<file path="src/hw/rtl/fpsq_pkg.sv">
`timescale 1ns / 1ps

package fpsq_pkg;

    // number format of the radicand
    localparam int FRAC_BITS  = 16;
    localparam int DATA_WIDTH = 32;

    // width of the root field
    localparam int OUT_W = 25;

    // magnitude scaled by 2^FRAC_BITS, taken two bits per cell
    localparam int SCALED_W = DATA_WIDTH - 1 + FRAC_BITS;
    localparam int PAIRS    = (SCALED_W + 1) / 2;
    localparam int RAD_W    = 2 * PAIRS;
    localparam int ROOT_W   = PAIRS;
    localparam int REM_W    = PAIRS + 2;

    // cycles from accept edge to the cycle the result strobe is high
    localparam int LATENCY = PAIRS + 1;

    // -1.0 in the output format
    localparam logic signed [OUT_W-1:0] NEG_ONE = OUT_W'(-(2 ** FRAC_BITS));

    // word travelling down the chain of cells
    typedef struct packed {
        logic              valid;
        logic              neg;
        logic [RAD_W-1:0]  rad;
        logic [REM_W-1:0]  rem;
        logic [ROOT_W-1:0] root;
    } fpsq_cell_t;

endpackage

</file>
<file path="src/hw/rtl/fpsq_cell.sv">
`timescale 1ns / 1ps

module fpsq_cell
    import fpsq_pkg::*;
(
    input  logic       clk,
    input  logic       rst_n,
    input  fpsq_cell_t cell_in,
    output fpsq_cell_t cell_out
);

    fpsq_cell_t           cell_reg;
    fpsq_cell_t           cell_next;
    logic [REM_W+1:0]     acc;
    logic [REM_W+1:0]     trial;

    // one restoring root step: bring down two bits, try 4*root+1
    always_comb
    begin
        acc   = {cell_in.rem, cell_in.rad[RAD_W-1 -: 2]};
        trial = (REM_W + 2)'({cell_in.root, 2'b01});
        cell_next       = cell_in;
        cell_next.rad   = cell_in.rad << 2;
        if (acc >= trial)
        begin
            cell_next.rem  = REM_W'(acc - trial);
            cell_next.root = {cell_in.root[ROOT_W-2:0], 1'b1};
        end
        else
        begin
            cell_next.rem  = REM_W'(acc);
            cell_next.root = {cell_in.root[ROOT_W-2:0], 1'b0};
        end
    end

    // cell register, emptied by reset, moves on every cycle
    always_ff @(posedge clk or negedge rst_n)
    begin
        if (!rst_n)
        begin
            cell_reg <= '0;
        end
        else
        begin
            cell_reg <= cell_next;
        end
    end

    assign cell_out = cell_reg;

endmodule

</file>
<file path="src/hw/rtl/fixed_point_square_root.sv">
`timescale 1ns / 1ps
// Fixed-point square root, signed Q16.16 in, signed Q9.16 out.
// Input: a word is taken at a rising edge where start is high and busy is low;
//   radicand is sampled at that edge.
// Output: done is high for exactly one cycle with root_value and
//   negative_error; the receiver must take the word in that cycle.
// root_value is floor(sqrt(radicand * 2^16)); a negative radicand gives
//   -1.0 (-65536) with negative_error set, and zero gives zero.
// The root is formed by a chain of 24 cells, each resolving one root bit
//   from two bits of the scaled 48-bit radicand per cycle.
// done is registered from the output of the last cell.
// A new word cannot enter while busy is high; busy drops once the word has
//   reached the last cell, so the next word can enter behind it.
// Reset (rst_n low, asynchronous) empties the chain and clears done and busy;
//   a word in flight is dropped.
// The receiver cannot stall the block, so no back pressure exists.
module fixed_point_square_root
    import fpsq_pkg::*;
(
    input  logic                          clk,
    input  logic                          rst_n,
    input  logic                          start,
    output logic                          busy,
    input  logic signed [DATA_WIDTH-1:0]  radicand,
    output logic                          done,
    output logic signed [OUT_W-1:0]       root_value,
    output logic                          negative_error
);

    fpsq_cell_t               link [PAIRS+1];
    logic [PAIRS-2:0]         early_valid;
    logic                     done_reg;
    logic signed [OUT_W-1:0]  root_value_reg;
    logic                     negative_error_reg;

    // head of the chain: magnitude scaled by 2^FRAC_BITS
    always_comb
    begin
        link[0].valid = start && !busy;
        link[0].neg   = radicand[DATA_WIDTH-1];
        link[0].rad   = RAD_W'({radicand[DATA_WIDTH-2:0], {FRAC_BITS{1'b0}}});
        link[0].rem   = '0;
        link[0].root  = '0;
    end

    // chain of root cells
    for (genvar i = 0; i < PAIRS; i++)
    begin : g_cell
        fpsq_cell u_cell (
            .clk      (clk),
            .rst_n    (rst_n),
            .cell_in  (link[i]),
            .cell_out (link[i+1])
        );
    end

    // busy while a word sits in any cell but the last
    for (genvar i = 0; i < PAIRS - 1; i++)
    begin : g_busy
        assign early_valid[i] = link[i+1].valid;
    end

    assign busy = |early_valid;

    // result strobe
    always_ff @(posedge clk or negedge rst_n)
    begin
        if (!rst_n)
        begin
            done_reg <= 1'b0;
        end
        else
        begin
            done_reg <= link[PAIRS].valid;
        end
    end

    // result word
    always_ff @(posedge clk)
    begin
        negative_error_reg <= link[PAIRS].neg;
        if (link[PAIRS].neg)
        begin
            root_value_reg <= NEG_ONE;
        end
        else
        begin
            root_value_reg <= OUT_W'(link[PAIRS].root);
        end
    end

    assign done           = done_reg;
    assign root_value     = root_value_reg;
    assign negative_error = negative_error_reg;

endmodule

</file>
<file path="config.mk">
export PLATFORM = sky130hd
export DESIGN_NAME = fixed_point_square_root
export DESIGN_NICKNAME = d
export VERILOG_FILES = /design/src/hw/rtl/fpsq_pkg.sv /design/src/hw/rtl/fpsq_cell.sv /design/src/hw/rtl/fixed_point_square_root.sv
export SDC_FILE = /design/constraint.sdc
export NUM_CORES = 2
export LEC_CHECK = 0
export ABC_AREA = 1
export ABC_CLOCK_PERIOD_IN_PS = 1990
export BUFFER_PORTS_ARGS = -buffer_cell sky130_fd_sc_hd__buf_2
export CAP_MARGIN = 20
export CORE_UTILIZATION = 40
export DETAILED_ROUTE_END_ITERATION = 8
export GPL_ROUTABILITY_DRIVEN = 0
export GPL_TIMING_DRIVEN = 0
export PLACE_DENSITY = 0.53
export REMOVE_ABC_BUFFERS = 1
export SETUP_SLACK_MARGIN = 0.05
export SYNTH_ARGS = -nofsm -noshare
export SYNTH_HDL_FRONTEND = slang
export SYNTH_HIERARCHICAL = 1
export SYNTH_SLANG_ARGS = --single-unit
</file>
<file path="constraint.sdc">
create_clock -name clk -period 1.99 [get_ports clk]
set_input_delay 0.597 -clock clk [delete_from_list [all_inputs] [get_ports clk]]
set_output_delay 0.597 -clock clk [all_outputs]
set_load 0.02 [all_outputs]
</file>
==> flow_metrics.py <==
metrics = {
    "worst_hold_path": {
        "min_path_type": "input port to asynchronous set/reset pin",
    },
    "power_and_ir_drop": {
        "peakVddDrop_uv": 1004,
        "leakage_nw": 74.20,
        "powerDensity_nw_per_um2": 1711,
    },
    "synth": {
        "netlist_area_um2": 101100,
        "postSynthAreaPerCell_um2": 7.489,
        "synthCells": 13500,
        "ys_warn_count": 6,
    },
    "cts": {
        "htreeDepth": 4,
        "insertion_delay_ns": 0.90,
        "path_clk_slew_ns": 0.06,
        "cts_root_buffer": "clkbuf_16",
        "tritoncts": "built",
        "ctsHoldBuffers": 33,
        "cts_sinks": 1800,
        "numCtsBuffers": 194,
        "cts_buffer_depth": 3,
    },
    "timing": {
        "fin_skew_ns": 0.1062,
        "fin_crit_sh_pct": 119.8,
        "finalHoldViolCount": 71,
        "layout_setup_ws_ns": -0.3934,
        "fmax_mhz": 419.6,
        "tns_ns": -34.37,
        "period_minus_slack_ns": 2.383,
        "holdWs_ns": -0.4114,
        "worstMarginPinSlew_ns": 1.005,
        "rsz0062_at_grt": "true",
        "finalSetupViolations": 477,
        "slew_viol_final": 0,
        "max_slew_margin_pct": 33.01,
    },
    "status": {
        "failed_checks": "negative hold slack, negative setup slack",
        "status": "complete, but fails checks",
    },
    "grt": {
        "grt_max_degree": 174,
        "antenna_found_initial": 11,
        "grt_pass1_wl_mm": 497.1,
        "grt-ovfl-total": 0,
        "grt_pass1_vias": 87550,
        "track_usage_pct": 24.80,
    },
    "cells_and_area": {
        "largest_reg_flops": 1774,
        "layout_common_cells": "nand2_1 (3929), inv_1 (2559), dfrtp_1 (1610), buf_4 (1012), nand2_2 (631)",
        "final_layout_size_suffix_gt1_share_pct": 30.13,
        "finalNonFillerCells": 18730,
        "layout_commonest_cell": "nand2_1",
        "nets": 15880,
        "n_fill_cell": 22250,
        "syn_to_final_growth_pct": 40.51,
    },
    "detailed_routing": {
        "vias": 92100,
        "postRouteAntennaNets": 0,
        "wirelength_mm": 333.4,
        "drc_errors": 0,
        "wl_per_cell_um": 17.80,
        "firstDrtPassIters": 7,
        "dr.first_iter.drc_count": 6847,
        "vias_per_cell": 4.917,
    },
    "setup_path": {
        "reg2reg_depth": 10,
        "path_class": "flip-flop to output port",
        "slowest_delay_ns": 0.38,
        "crit_cells": 5,
        "crit_chain": "nor2_1 > nand2_1 > nor2_2 > nand3_2 > buf_6",
        "slowest_stage": "dfrtp_1",
        "end_kind": "output port",
        "crit_family": "simple AND/OR/NAND/NOR gates",
        "cp-start-kind": "flip-flop",
        "path_buf_inv": 1,
        "worst-path-max-fanout": 2,
        "cp.arrival_ns": 1.79,
        "required_ns": 1.39,
    },
    "floorplan": {
        "die_area_um2": 254700,
        "pin_count": 63,
        "initial_core_util_pct": 40.24,
        "coreArea_um2": 251200,
        "die_y_um": 504.7,
        "die_w_um": 504.7,
        "std_cell_rows": 184,
    },
    "placement": {
        "portBuffers": 62,
        "hpwl_mm": 216.3,
        "dp.cells": 16840,
        "pre_cts_ws_ns": -2.509,
    },
    "run": {
        "cap_violations": 0,
    },
}
-- metrics by stage --
stage | util [%] | power, mW | instance area [um2]
floorplan | - | 118.7 | 100300
global placement | 41.74 | 147.3 | 104800
detailed placement | 41.87 | 147.5 | 105200
CTS | 52.74 | 221.3 | 132500
global route | 56.55 | 259.4 | 142000
finish | 56.55 | 243.1 | 142000
-- worst paths after layout --
path,slack [ns],startpoint,end
min in group clk,0.11,radicand[30],g_cell[0].u_cell/cell_out[24]
max in group asynchronous,0.14,rst_n,g_cell[3].u_cell/cell_out[1]
setup / recovery,-0.39,g_cell[10].u_cell/cell_out[99],busy
setup reg to reg,-0.25,g_cell[7].u_cell/cell_out[0],g_cell[8].u_cell/cell_out[40]
hold / removal,-0.41,rst_n,g_cell[22].u_cell/cell_out[48]
hold reg to reg,0.31,g_cell[9].u_cell/cell_out[94],g_cell[10].u_cell/cell_out[96]
-- repair_timing --
| item | in CTS | in global routing |
|---|---|---|
| endpoints found under the hold margin | 140 | 70 |
| gates cloned | 125 | 62 |
| gates resized for setup | 2133 | 1705 |
| buffers inserted | 914 | 402 |
| endpoints found under the setup margin | 1558 | 931 |
| pin swaps | 491 | 731 |
-- area by class of cell --
class	count	area, um2	area share, %
sequential	1800	45120	31.77
clock buffer	268	5603	3.945
multi-input combinational	8807	60870	42.86
inverter	2968	11150	7.851
timing repair buffer	1445	13670	9.623
tap	3348	4189	2.949
clock inverter	93	1423	1.002
antenna	1	2.502	0.001762
-- routing by layer --
metal / routed length [um] / vias to the layer above / GRT usage [%]
met5: 22 / - / 0
met2: 159200 / 2827 / 41.68
met4: 13030 / 4 / 8.120
met3: 17430 / 774 / 2.630
met1: 143800 / 43700 / 33.29
li1: - / 44790 / -
-- worst register-to-register path, cell delays in order, from the launching register on --
cell,delay [ns]
dfrtp_1,0.46
inv_1,0.11
ha_4,0.32
nand3_2,0.12
nor3_4,0.31
buf_4,0.17
buf_6,0.09
nand3_4,0.11
buf_6,0.15
nand4_1,0.13
nand2_2,0.08
-- report_power, final --
group | switching (mW) | internal, mW | total [mW] | leakage, nW
clock network | 15.7 | 22.7 | 38.4 | 3.40
registers | 10.0 | 47.2 | 57.2 | 20.3
logic | 85.4 | 62.1 | 147 | 50.5
total | 111 | 132 | 243 | 74.2
No activity file was read; power rests on OpenSTA's default activity.
